[config.mk]
export PLATFORM = sky130hd
export DESIGN_NAME = adsr_envelope_generator
export DESIGN_NICKNAME = d
export VERILOG_FILES = /design/src/hdl/adsr_pkg.sv /design/src/hdl/adsr_envelope_generator.sv /design/src/hdl/adsr_mul.sv /design/src/hdl/adsr_ctrl.sv
export VERILOG_INCLUDE_DIRS = /design/src /design/src/hdl
export SDC_FILE = /design/constraint.sdc
export NUM_CORES = 2
export LEC_CHECK = 0
export ABC_CLOCK_PERIOD_IN_PS = 14300
export BUFFER_PORTS_ARGS = -buffer_cell sky130_fd_sc_hd__buf_4
export CORE_MARGIN = 2
export CORE_UTILIZATION = 45
export CTS_BUF_LIST = sky130_fd_sc_hd__clkbuf_16
export DETAILED_ROUTE_END_ITERATION = 8
export PLACE_DENSITY = 0.69
export SLEW_MARGIN = 20
export SYNTH_ARGS = -nofsm -noshare
export SYNTH_HDL_FRONTEND = slang
export SYNTH_HIERARCHICAL = 1
export SYNTH_SLANG_ARGS = --single-unit
export TNS_END_PERCENT = 30
[constraint.sdc]
create_clock -name clk -period 14.3 [get_ports clk]
set_input_delay 0.715 -clock clk [delete_from_list [all_inputs] [get_ports clk]]
set_output_delay 0.715 -clock clk [all_outputs]
set_load 0.01 [all_outputs]
[src/hdl/adsr_envelope_generator_defines.svh]
`ifndef ADSR_ENVELOPE_GENERATOR_DEFINES_SVH
`define ADSR_ENVELOPE_GENERATOR_DEFINES_SVH

// condition that holds on every clock edge out of reset
`define ADSR_ASSERT_ALWAYS(label, clk, rst_n, cond, msg) \
    label: assert property (@(posedge clk) disable iff (!rst_n) (cond)) else $error(msg);

// same-cycle implication
`define ADSR_ASSERT_IMP(label, clk, rst_n, ante, cons, msg) \
    label: assert property (@(posedge clk) disable iff (!rst_n) (ante) |-> (cons)) \
        else $error(msg);

// next-cycle implication
`define ADSR_ASSERT_NXT(label, clk, rst_n, ante, cons, msg) \
    label: assert property (@(posedge clk) disable iff (!rst_n) (ante) |=> (cons)) \
        else $error(msg);

`endif

[src/hdl/adsr_pkg.sv]
`timescale 1ns / 1ps
`default_nettype none

package adsr_pkg;

    localparam int SAMPLE_BITS_DEF = 24;
    localparam int FRAC_BITS       = 24;
    localparam int COEF_BITS       = 24;
    localparam int AMP_W           = FRAC_BITS + 1;
    localparam int AMP_SUM_W       = AMP_W + 1;
    localparam int HOLD_W          = 20;
    localparam int CFG_IDX_W       = 3;
    localparam int CFG_DATA_W      = AMP_W;

    localparam logic [AMP_W-1:0] AMP_ONE = AMP_W'(1) << FRAC_BITS;

    localparam logic [CFG_IDX_W-1:0] REG_ATTACK_STEP    = 3'd0;
    localparam logic [CFG_IDX_W-1:0] REG_DECAY_FACTOR   = 3'd1;
    localparam logic [CFG_IDX_W-1:0] REG_SUSTAIN_LEVEL  = 3'd2;
    localparam logic [CFG_IDX_W-1:0] REG_RELEASE_FACTOR = 3'd3;
    localparam logic [CFG_IDX_W-1:0] REG_HOLD_SAMPLES   = 3'd4;

    localparam logic [AMP_W-1:0]     RST_ATTACK_STEP    = AMP_ONE;
    localparam logic [COEF_BITS-1:0] RST_DECAY_FACTOR   = {COEF_BITS{1'b1}};
    localparam logic [AMP_W-1:0]     RST_SUSTAIN_LEVEL  = AMP_ONE >> 1;
    localparam logic [COEF_BITS-1:0] RST_RELEASE_FACTOR = {COEF_BITS{1'b1}};
    localparam logic [HOLD_W-1:0]    RST_HOLD_SAMPLES   = HOLD_W'(1);

    typedef struct packed {
        logic [AMP_W-1:0]     attack_step;
        logic [COEF_BITS-1:0] decay_factor;
        logic [AMP_W-1:0]     sustain_level;
        logic [COEF_BITS-1:0] release_factor;
        logic [HOLD_W-1:0]    hold_samples;
    } adsr_cfg_t;

    typedef struct packed {
        logic idle;
        logic done;
    } adsr_status_t;

endpackage

`default_nettype wire

[src/hdl/adsr_envelope_generator.sv]
`timescale 1ns / 1ps
`default_nettype none

// channel    direction  ports                         content
// s_axis     in         s_tvalid s_tready s_tdata     sample_in, gate on s_tuser
// m_axis     out        m_tvalid m_tready m_tdata     sample_out, level
// cfg        in         cfg_we cfg_index cfg_data     envelope registers
//
// each request is stepped through by the sequencer around the single
// multiplier, used for decay, release and output scaling in turn
// s_tready is high only while the sequencer is idle
// a finished result sits in the output register; the next request is taken meanwhile
// rst_n clears the envelope state and loads the register defaults

module adsr_envelope_generator #(
    parameter int SAMPLE_BITS = adsr_pkg::SAMPLE_BITS_DEF
) (
    input  wire logic                                         clk,
    input  wire logic                                         rst_n,
    input  wire logic                                         s_tvalid,
    output logic                                              s_tready,
    // sample_in
    input  wire logic [((SAMPLE_BITS+7)/8)*8-1:0]             s_tdata,
    // gate
    input  wire logic                                         s_tuser,
    output logic                                              m_tvalid,
    input  wire logic                                         m_tready,
    // sample_out, level
    output logic [((SAMPLE_BITS+adsr_pkg::AMP_W+7)/8)*8-1:0]  m_tdata,
    input  wire logic                                         cfg_we,
    input  wire logic [adsr_pkg::CFG_IDX_W-1:0]               cfg_index,
    input  wire logic [adsr_pkg::CFG_DATA_W-1:0]              cfg_data
);

    localparam int AMP_W     = adsr_pkg::AMP_W;
    localparam int COEF_BITS = adsr_pkg::COEF_BITS;
    localparam int HOLD_W    = adsr_pkg::HOLD_W;
    localparam int OUT_W     = ((SAMPLE_BITS + AMP_W + 7) / 8) * 8;

    adsr_pkg::adsr_cfg_t    cfg_reg;
    adsr_pkg::adsr_status_t status;
    logic                   start;
    logic                   out_free;
    logic [SAMPLE_BITS-1:0] sample_out;
    logic [AMP_W-1:0]       level;
    logic                   m_tvalid_reg;
    logic [OUT_W-1:0]       out_data_reg;

    always_ff @(posedge clk or negedge rst_n)
    begin
        if (!rst_n)
        begin
            cfg_reg.attack_step    <= adsr_pkg::RST_ATTACK_STEP;
            cfg_reg.decay_factor   <= adsr_pkg::RST_DECAY_FACTOR;
            cfg_reg.sustain_level  <= adsr_pkg::RST_SUSTAIN_LEVEL;
            cfg_reg.release_factor <= adsr_pkg::RST_RELEASE_FACTOR;
            cfg_reg.hold_samples   <= adsr_pkg::RST_HOLD_SAMPLES;
        end
        else if (cfg_we)
        begin
            unique case (cfg_index)
                adsr_pkg::REG_ATTACK_STEP:
                begin
                    cfg_reg.attack_step <= cfg_data[AMP_W-1:0];
                end
                adsr_pkg::REG_DECAY_FACTOR:
                begin
                    cfg_reg.decay_factor <= cfg_data[COEF_BITS-1:0];
                end
                adsr_pkg::REG_SUSTAIN_LEVEL:
                begin
                    cfg_reg.sustain_level <= cfg_data[AMP_W-1:0];
                end
                adsr_pkg::REG_RELEASE_FACTOR:
                begin
                    cfg_reg.release_factor <= cfg_data[COEF_BITS-1:0];
                end
                adsr_pkg::REG_HOLD_SAMPLES:
                begin
                    cfg_reg.hold_samples <= cfg_data[HOLD_W-1:0];
                end
                default:
                begin
                    cfg_reg <= cfg_reg;
                end
            endcase
        end
    end

    assign s_tready = status.idle;
    assign start    = s_tvalid & status.idle;
    assign out_free = ~m_tvalid_reg | m_tready;

    adsr_ctrl #(
        .SAMPLE_BITS (SAMPLE_BITS)
    ) u_ctrl (
        .clk        (clk),
        .rst_n      (rst_n),
        .start      (start),
        .sample_in  (s_tdata[SAMPLE_BITS-1:0]),
        .gate       (s_tuser),
        .cfg        (cfg_reg),
        .out_free   (out_free),
        .status     (status),
        .sample_out (sample_out),
        .level      (level)
    );

    always_ff @(posedge clk or negedge rst_n)
    begin
        if (!rst_n)
        begin
            m_tvalid_reg <= 1'b0;
        end
        else if (out_free)
        begin
            m_tvalid_reg <= status.done;
        end
    end

    always_ff @(posedge clk)
    begin
        if (status.done && out_free)
        begin
            out_data_reg <= OUT_W'({level, sample_out});
        end
    end

    assign m_tvalid = m_tvalid_reg;
    assign m_tdata  = out_data_reg;

endmodule

`default_nettype wire

[src/hdl/adsr_mul.sv]
`timescale 1ns / 1ps
`default_nettype none

module adsr_mul #(
    parameter int A_W = adsr_pkg::AMP_SUM_W,
    parameter int B_W = adsr_pkg::COEF_BITS
) (
    input  wire logic               clk,
    input  wire logic [A_W-1:0]     a,
    input  wire logic [B_W-1:0]     b,
    output logic      [A_W+B_W-1:0] prod
);

    logic [A_W+B_W-1:0] prod_reg;

    always_ff @(posedge clk)
    begin
        prod_reg <= (A_W+B_W)'(a) * (A_W+B_W)'(b);
    end

    assign prod = prod_reg;

endmodule

`default_nettype wire

[src/hdl/adsr_ctrl.sv]
`timescale 1ns / 1ps
`default_nettype none
`include "adsr_envelope_generator_defines.svh"

module adsr_ctrl #(
    parameter int SAMPLE_BITS = adsr_pkg::SAMPLE_BITS_DEF
) (
    input  wire logic                        clk,
    input  wire logic                        rst_n,
    input  wire logic                        start,
    input  wire logic [SAMPLE_BITS-1:0]      sample_in,
    input  wire logic                        gate,
    input  wire adsr_pkg::adsr_cfg_t         cfg,
    input  wire logic                        out_free,
    output adsr_pkg::adsr_status_t           status,
    output logic      [SAMPLE_BITS-1:0]      sample_out,
    output logic      [adsr_pkg::AMP_W-1:0]  level
);

    localparam int AMP_W     = adsr_pkg::AMP_W;
    localparam int AMP_SUM_W = adsr_pkg::AMP_SUM_W;
    localparam int HOLD_W    = adsr_pkg::HOLD_W;
    localparam int COEF_BITS = adsr_pkg::COEF_BITS;
    localparam int FRAC_BITS = adsr_pkg::FRAC_BITS;
    localparam int MUL_B_W   = (SAMPLE_BITS > COEF_BITS) ? SAMPLE_BITS : COEF_BITS;
    localparam int PROD_W    = AMP_SUM_W + MUL_B_W;
    localparam int P_W       = PROD_W - FRAC_BITS;

    localparam logic [P_W-1:0] LIM_NEG = P_W'(1) << (SAMPLE_BITS - 1);
    localparam logic [P_W-1:0] LIM_POS = LIM_NEG - P_W'(1);

    localparam logic [3:0] ST_IDLE    = 4'd0;
    localparam logic [3:0] ST_ATTACK  = 4'd1;
    localparam logic [3:0] ST_DEC_MUL = 4'd2;
    localparam logic [3:0] ST_DECAY   = 4'd3;
    localparam logic [3:0] ST_HOLD    = 4'd4;
    localparam logic [3:0] ST_REL_MUL = 4'd5;
    localparam logic [3:0] ST_RELEASE = 4'd6;
    localparam logic [3:0] ST_SCALE   = 4'd7;
    localparam logic [3:0] ST_SAT     = 4'd8;
    localparam logic [3:0] ST_DONE    = 4'd9;

    logic [3:0]             state_reg, state_next;
    logic [AMP_W-1:0]       amp_reg, amp_next;
    logic                   att_reg, att_next;
    logic                   dec_reg, dec_next;
    logic                   hold_reg, hold_next;
    logic                   rel_reg, rel_next;
    logic [HOLD_W-1:0]      cnt_reg, cnt_next;
    logic [SAMPLE_BITS-1:0] last_reg, last_next;
    logic                   wr_reg, wr_next;
    logic [SAMPLE_BITS-1:0] sample_reg;
    logic                   gate_reg;
    logic [AMP_SUM_W-1:0]   scl_amp_reg, scl_amp_next;

    logic                   trig;
    logic                   att_on;
    logic [AMP_SUM_W-1:0]   att_sum;
    logic [AMP_W-1:0]       mul_amp;
    logic                   hold_go;
    logic [HOLD_W-1:0]      cnt_step;
    logic                   cnt_done;
    logic                   hold_rel;
    logic                   smp_neg;
    logic [SAMPLE_BITS-1:0] smp_mag;
    logic [AMP_SUM_W-1:0]   mul_a;
    logic [MUL_B_W-1:0]     mul_b;
    logic [PROD_W-1:0]      prod;
    logic [P_W-1:0]         scl_p;
    logic [P_W-1:0]         scl_sat;
    logic [SAMPLE_BITS-1:0] scl_out;

    adsr_mul #(
        .A_W (AMP_SUM_W),
        .B_W (MUL_B_W)
    ) u_mul (
        .clk  (clk),
        .a    (mul_a),
        .b    (mul_b),
        .prod (prod)
    );

    // attack and trigger
    assign trig    = gate_reg & ~att_reg & ~hold_reg & ~dec_reg;
    assign att_on  = att_reg | trig;
    assign att_sum = {1'b0, amp_reg} + {1'b0, cfg.attack_step};

    // amplitude times a coefficient
    assign mul_amp = prod[COEF_BITS +: AMP_W];

    // hold, sustain and gate low
    assign hold_go  = (cnt_reg < cfg.hold_samples) && hold_reg;
    assign cnt_step = hold_go ? cnt_reg + HOLD_W'(1) : cnt_reg;
    assign cnt_done = cnt_step >= cfg.hold_samples;
    assign hold_rel = cnt_done & ~gate_reg;

    // sample magnitude and saturation of the scaled result
    assign smp_neg = sample_reg[SAMPLE_BITS-1];
    assign smp_mag = smp_neg ? (~sample_reg + SAMPLE_BITS'(1)) : sample_reg;
    assign scl_p   = prod[FRAC_BITS +: P_W];

    always_comb
    begin
        if (smp_neg)
        begin
            scl_sat = (scl_p > LIM_NEG) ? LIM_NEG : scl_p;
            scl_out = SAMPLE_BITS'(0) - scl_sat[SAMPLE_BITS-1:0];
        end
        else
        begin
            scl_sat = (scl_p > LIM_POS) ? LIM_POS : scl_p;
            scl_out = scl_sat[SAMPLE_BITS-1:0];
        end
    end

    // shared multiplier operand select
    always_comb
    begin
        mul_a = {1'b0, amp_reg};
        mul_b = MUL_B_W'(cfg.decay_factor);
        case (state_reg)
            ST_REL_MUL:
            begin
                mul_b = MUL_B_W'(cfg.release_factor);
            end
            ST_SCALE:
            begin
                mul_a = scl_amp_reg;
                mul_b = MUL_B_W'(smp_mag);
            end
            default:
            begin
                mul_b = MUL_B_W'(cfg.decay_factor);
            end
        endcase
    end

    always_comb
    begin
        state_next   = state_reg;
        amp_next     = amp_reg;
        att_next     = att_reg;
        dec_next     = dec_reg;
        hold_next    = hold_reg;
        rel_next     = rel_reg;
        cnt_next     = cnt_reg;
        last_next    = last_reg;
        wr_next      = wr_reg;
        scl_amp_next = scl_amp_reg;
        unique case (state_reg)
            ST_IDLE:
            begin
                wr_next = 1'b0;
                if (start)
                begin
                    state_next = ST_ATTACK;
                end
            end
            ST_ATTACK:
            begin
                if (trig)
                begin
                    cnt_next  = '0;
                    dec_next  = 1'b0;
                    hold_next = 1'b0;
                    rel_next  = 1'b0;
                    att_next  = 1'b1;
                end
                if (att_on)
                begin
                    rel_next     = 1'b0;
                    wr_next      = 1'b1;
                    scl_amp_next = att_sum;
                    if (att_sum >= {1'b0, adsr_pkg::AMP_ONE})
                    begin
                        amp_next   = adsr_pkg::AMP_ONE;
                        att_next   = 1'b0;
                        dec_next   = 1'b1;
                        state_next = ST_DEC_MUL;
                    end
                    else
                    begin
                        amp_next   = att_sum[AMP_W-1:0];
                        state_next = (trig ? 1'b0 : dec_reg) ? ST_DEC_MUL : ST_HOLD;
                    end
                end
                else
                begin
                    state_next = dec_reg ? ST_DEC_MUL : ST_HOLD;
                end
            end
            ST_DEC_MUL:
            begin
                state_next = ST_DECAY;
            end
            ST_DECAY:
            begin
                amp_next     = mul_amp;
                wr_next      = 1'b1;
                scl_amp_next = {1'b0, mul_amp};
                if (mul_amp <= cfg.sustain_level)
                begin
                    dec_next  = 1'b0;
                    hold_next = 1'b1;
                end
                state_next = ST_HOLD;
            end
            ST_HOLD:
            begin
                cnt_next = cnt_step;
                if (hold_go || (cnt_done && gate_reg))
                begin
                    wr_next      = 1'b1;
                    scl_amp_next = {1'b0, amp_reg};
                end
                if (hold_rel)
                begin
                    hold_next = 1'b0;
                    rel_next  = 1'b1;
                end
                if ((hold_rel || rel_reg) && (amp_reg != '0))
                begin
                    state_next = ST_REL_MUL;
                end
                else if (wr_reg || hold_go || (cnt_done && gate_reg))
                begin
                    state_next = ST_SCALE;
                end
                else
                begin
                    state_next = ST_DONE;
                end
            end
            ST_REL_MUL:
            begin
                state_next = ST_RELEASE;
            end
            ST_RELEASE:
            begin
                amp_next     = mul_amp;
                wr_next      = 1'b1;
                scl_amp_next = {1'b0, mul_amp};
                state_next   = ST_SCALE;
            end
            ST_SCALE:
            begin
                state_next = ST_SAT;
            end
            ST_SAT:
            begin
                last_next  = scl_out;
                state_next = ST_DONE;
            end
            ST_DONE:
            begin
                if (out_free)
                begin
                    state_next = ST_IDLE;
                end
            end
            default:
            begin
                state_next = ST_IDLE;
            end
        endcase
    end

    always_ff @(posedge clk or negedge rst_n)
    begin
        if (!rst_n)
        begin
            state_reg <= ST_IDLE;
            amp_reg   <= '0;
            att_reg   <= 1'b0;
            dec_reg   <= 1'b0;
            hold_reg  <= 1'b0;
            rel_reg   <= 1'b0;
            cnt_reg   <= '0;
            last_reg  <= '0;
            wr_reg    <= 1'b0;
        end
        else
        begin
            state_reg <= state_next;
            amp_reg   <= amp_next;
            att_reg   <= att_next;
            dec_reg   <= dec_next;
            hold_reg  <= hold_next;
            rel_reg   <= rel_next;
            cnt_reg   <= cnt_next;
            last_reg  <= last_next;
            wr_reg    <= wr_next;
        end
    end

    always_ff @(posedge clk)
    begin
        if (start)
        begin
            sample_reg <= sample_in;
            gate_reg   <= gate;
        end
        scl_amp_reg <= scl_amp_next;
    end

    assign status.idle = (state_reg == ST_IDLE);
    assign status.done = (state_reg == ST_DONE);
    assign sample_out  = last_reg;
    assign level       = amp_reg;

    `ADSR_ASSERT_ALWAYS(a_amp_max, clk, rst_n, amp_reg <= adsr_pkg::AMP_ONE, "amplitude above one")
    `ADSR_ASSERT_ALWAYS(a_phase_excl, clk, rst_n, $onehot0({att_reg, dec_reg, hold_reg}), "phases overlap")
    `ADSR_ASSERT_IMP(a_scale_wr, clk, rst_n, state_reg == ST_SCALE, wr_reg, "scale without output write")
    `ADSR_ASSERT_NXT(a_start_attack, clk, rst_n, start, state_reg == ST_ATTACK, "request not started")

endmodule

`default_nettype wire

==> qor.csv <==
metric,value,unit
status,finished clean,
Antenna Nets Post-Route,0,
Vias/cell,5.55,
CP bufs+invs,7,
"Slowest-stage cell, CP",or4_4,
routability cong.,0.893,
unrepaired setup endpoints after global routing,no,
CP top delay family,adder cells,
relative slew slack,0.367,
clock buffer depth,3,
GRT met1 Usage,0.322,
nets,4739,
Setup TNS,0,ns
reg-to-reg endpoint,u_ctrl/u_mul/prod[48]$_DFF_P_,
crit path time final,9.18,ns
Clock transition at path regs,0.06,ns
Root Driver,clkbuf_16,
count of pins over their slew limit,0,
syn_area_per_cell,9.62,µm²
final setup violation count,0,
post_cts resized,0,
PortBufs,108,
Mapped Area,37400,µm²
drc violations,0,
Die W,292,µm
Setup CP Type,flip-flop to flip-flop,
most frequent cells in the layout,"680 x inv_1, 527 x fa_1, 439 x nand2_1",
area grow syn2layout,7.64,%
Cell Rows,105,
Max Freq,109,MHz
worst slew pin tran,0.946,ns
grt peak-use layer,met2,
grt total ovfl,0,
Post-CTS Setup Bufs,0,
reg2reg start,u_ctrl/sample_reg[5]$_DFFE_PP_,
largest net degree at the start of global routing,72,
CTS Hold Bufs,0,
"Max FO, Critical Path",26,
M3 GR Usage,0.0326,
Avg WL per Cell,20.0,µm
antenna violations before repair,7,
IO Count,116,
first-pass GRT wire length,160000,µm
DPL Wire Length,74400,µm
core area,82100,µm²
Final period util,0.642,
Worst Hold Class,primary input to async pin,
Mapped Cells,3886,
CTS tree,yes,
Min Hold Slack,0.188,ns
drt total wl,99800,µm
Critical Path Most Common Cell,fa_1,
H-tree levels,2,
TritonCTS Sinks,323,
CTS Buf Count,36,
DRT iter0 DRCs,2198,
met2 Usage GRT,0.399,
Final Skew,0.0219,ns
routed vias,27600,
Hold Fails Final Rpt,0,
post-layout util,0.490,
Initial Util,0.455,
share of cells above drive strength 1,0.116,
vias in the first global route,28500,
WP data required,14.79,ns
max FFs per register,118,
worst reg2reg path depth,30,
All-Layer GR Usage,0.239,
"Clk Latency, worst-skew pair",0.56,ns
total of max-cap violations,0,
flop-to-flop setup slack,5.12,ns
Die Y,292,µm
Worst path max stage delay,0.56,ns
"Data arrival, critical path",9.67,ns
Setup crit end kind,flip-flop,
die area,85400,µm²
Synth Warn #,6,
CP startpoint kind,flip-flop,
Pre-antenna DRT Iters,6,
"most common cell after layout, fill and taps aside",inv_1,
-- layout make-up --
class,count,area (µm²)
Tap cell,1070,1340
Antenna cell,1,2.50
Multi-Input combinational cell,2702,25600
Fill cell,7552,41900
Sequential cell,323,8520
Inverter,667,2500
Clock buffer,36,901
Timing Repair Buffer,156,1180
Clock inverter,29,169
-- metal layers --
| metal | wire, µm | vias up |
|---|---|---|
| met5 | 0 | - |
| met4 | 3410 | 0 |
| met3 | 6640 | 194 |
| met2 | 47900 | 999 |
| met1 | 41900 | 14000 |
| li1 | - | 12500 |
-- through the flow --
stage | worst slack (ns) | cells | area (µm²)
after floorplan | 5.66 | 3892 | 37400
after global placement | 5.19 | 4918 | 39200
after detailed placement | 5.19 | 4918 | 39200
after CTS | 5.14 | 4983 | 40200
after global routing | 4.62 | 4983 | 40200
final | 5.12 | 4984 | 40200
-- worst max path at each step --
stage / from / to / slack, ns / cells after the start
after global placement: u_ctrl/sample_reg[5]$_DFFE_PP_ / u_ctrl/u_mul/prod[48]$_DFF_P_ / 5.19 / 30
after global routing: u_ctrl/sample_reg[5]$_DFFE_PP_ / u_ctrl/u_mul/prod[47]$_DFF_P_ / 4.62 / 28
after detailed placement: u_ctrl/sample_reg[5]$_DFFE_PP_ / u_ctrl/u_mul/prod[48]$_DFF_P_ / 5.19 / 30
final: u_ctrl/sample_reg[5]$_DFFE_PP_ / u_ctrl/u_mul/prod[48]$_DFF_P_ / 5.12 / 30
after CTS: u_ctrl/sample_reg[5]$_DFFE_PP_ / u_ctrl/u_mul/prod[48]$_DFF_P_ / 5.14 / 30
after floorplan: u_ctrl/sample_reg[5]$_DFFE_PP_ / u_ctrl/u_mul/prod[48]$_DFF_P_ / 5.66 / 29
Power is not shown: default switching activity piles up to over one toggle a cycle in this logic, so the estimate is an artifact.
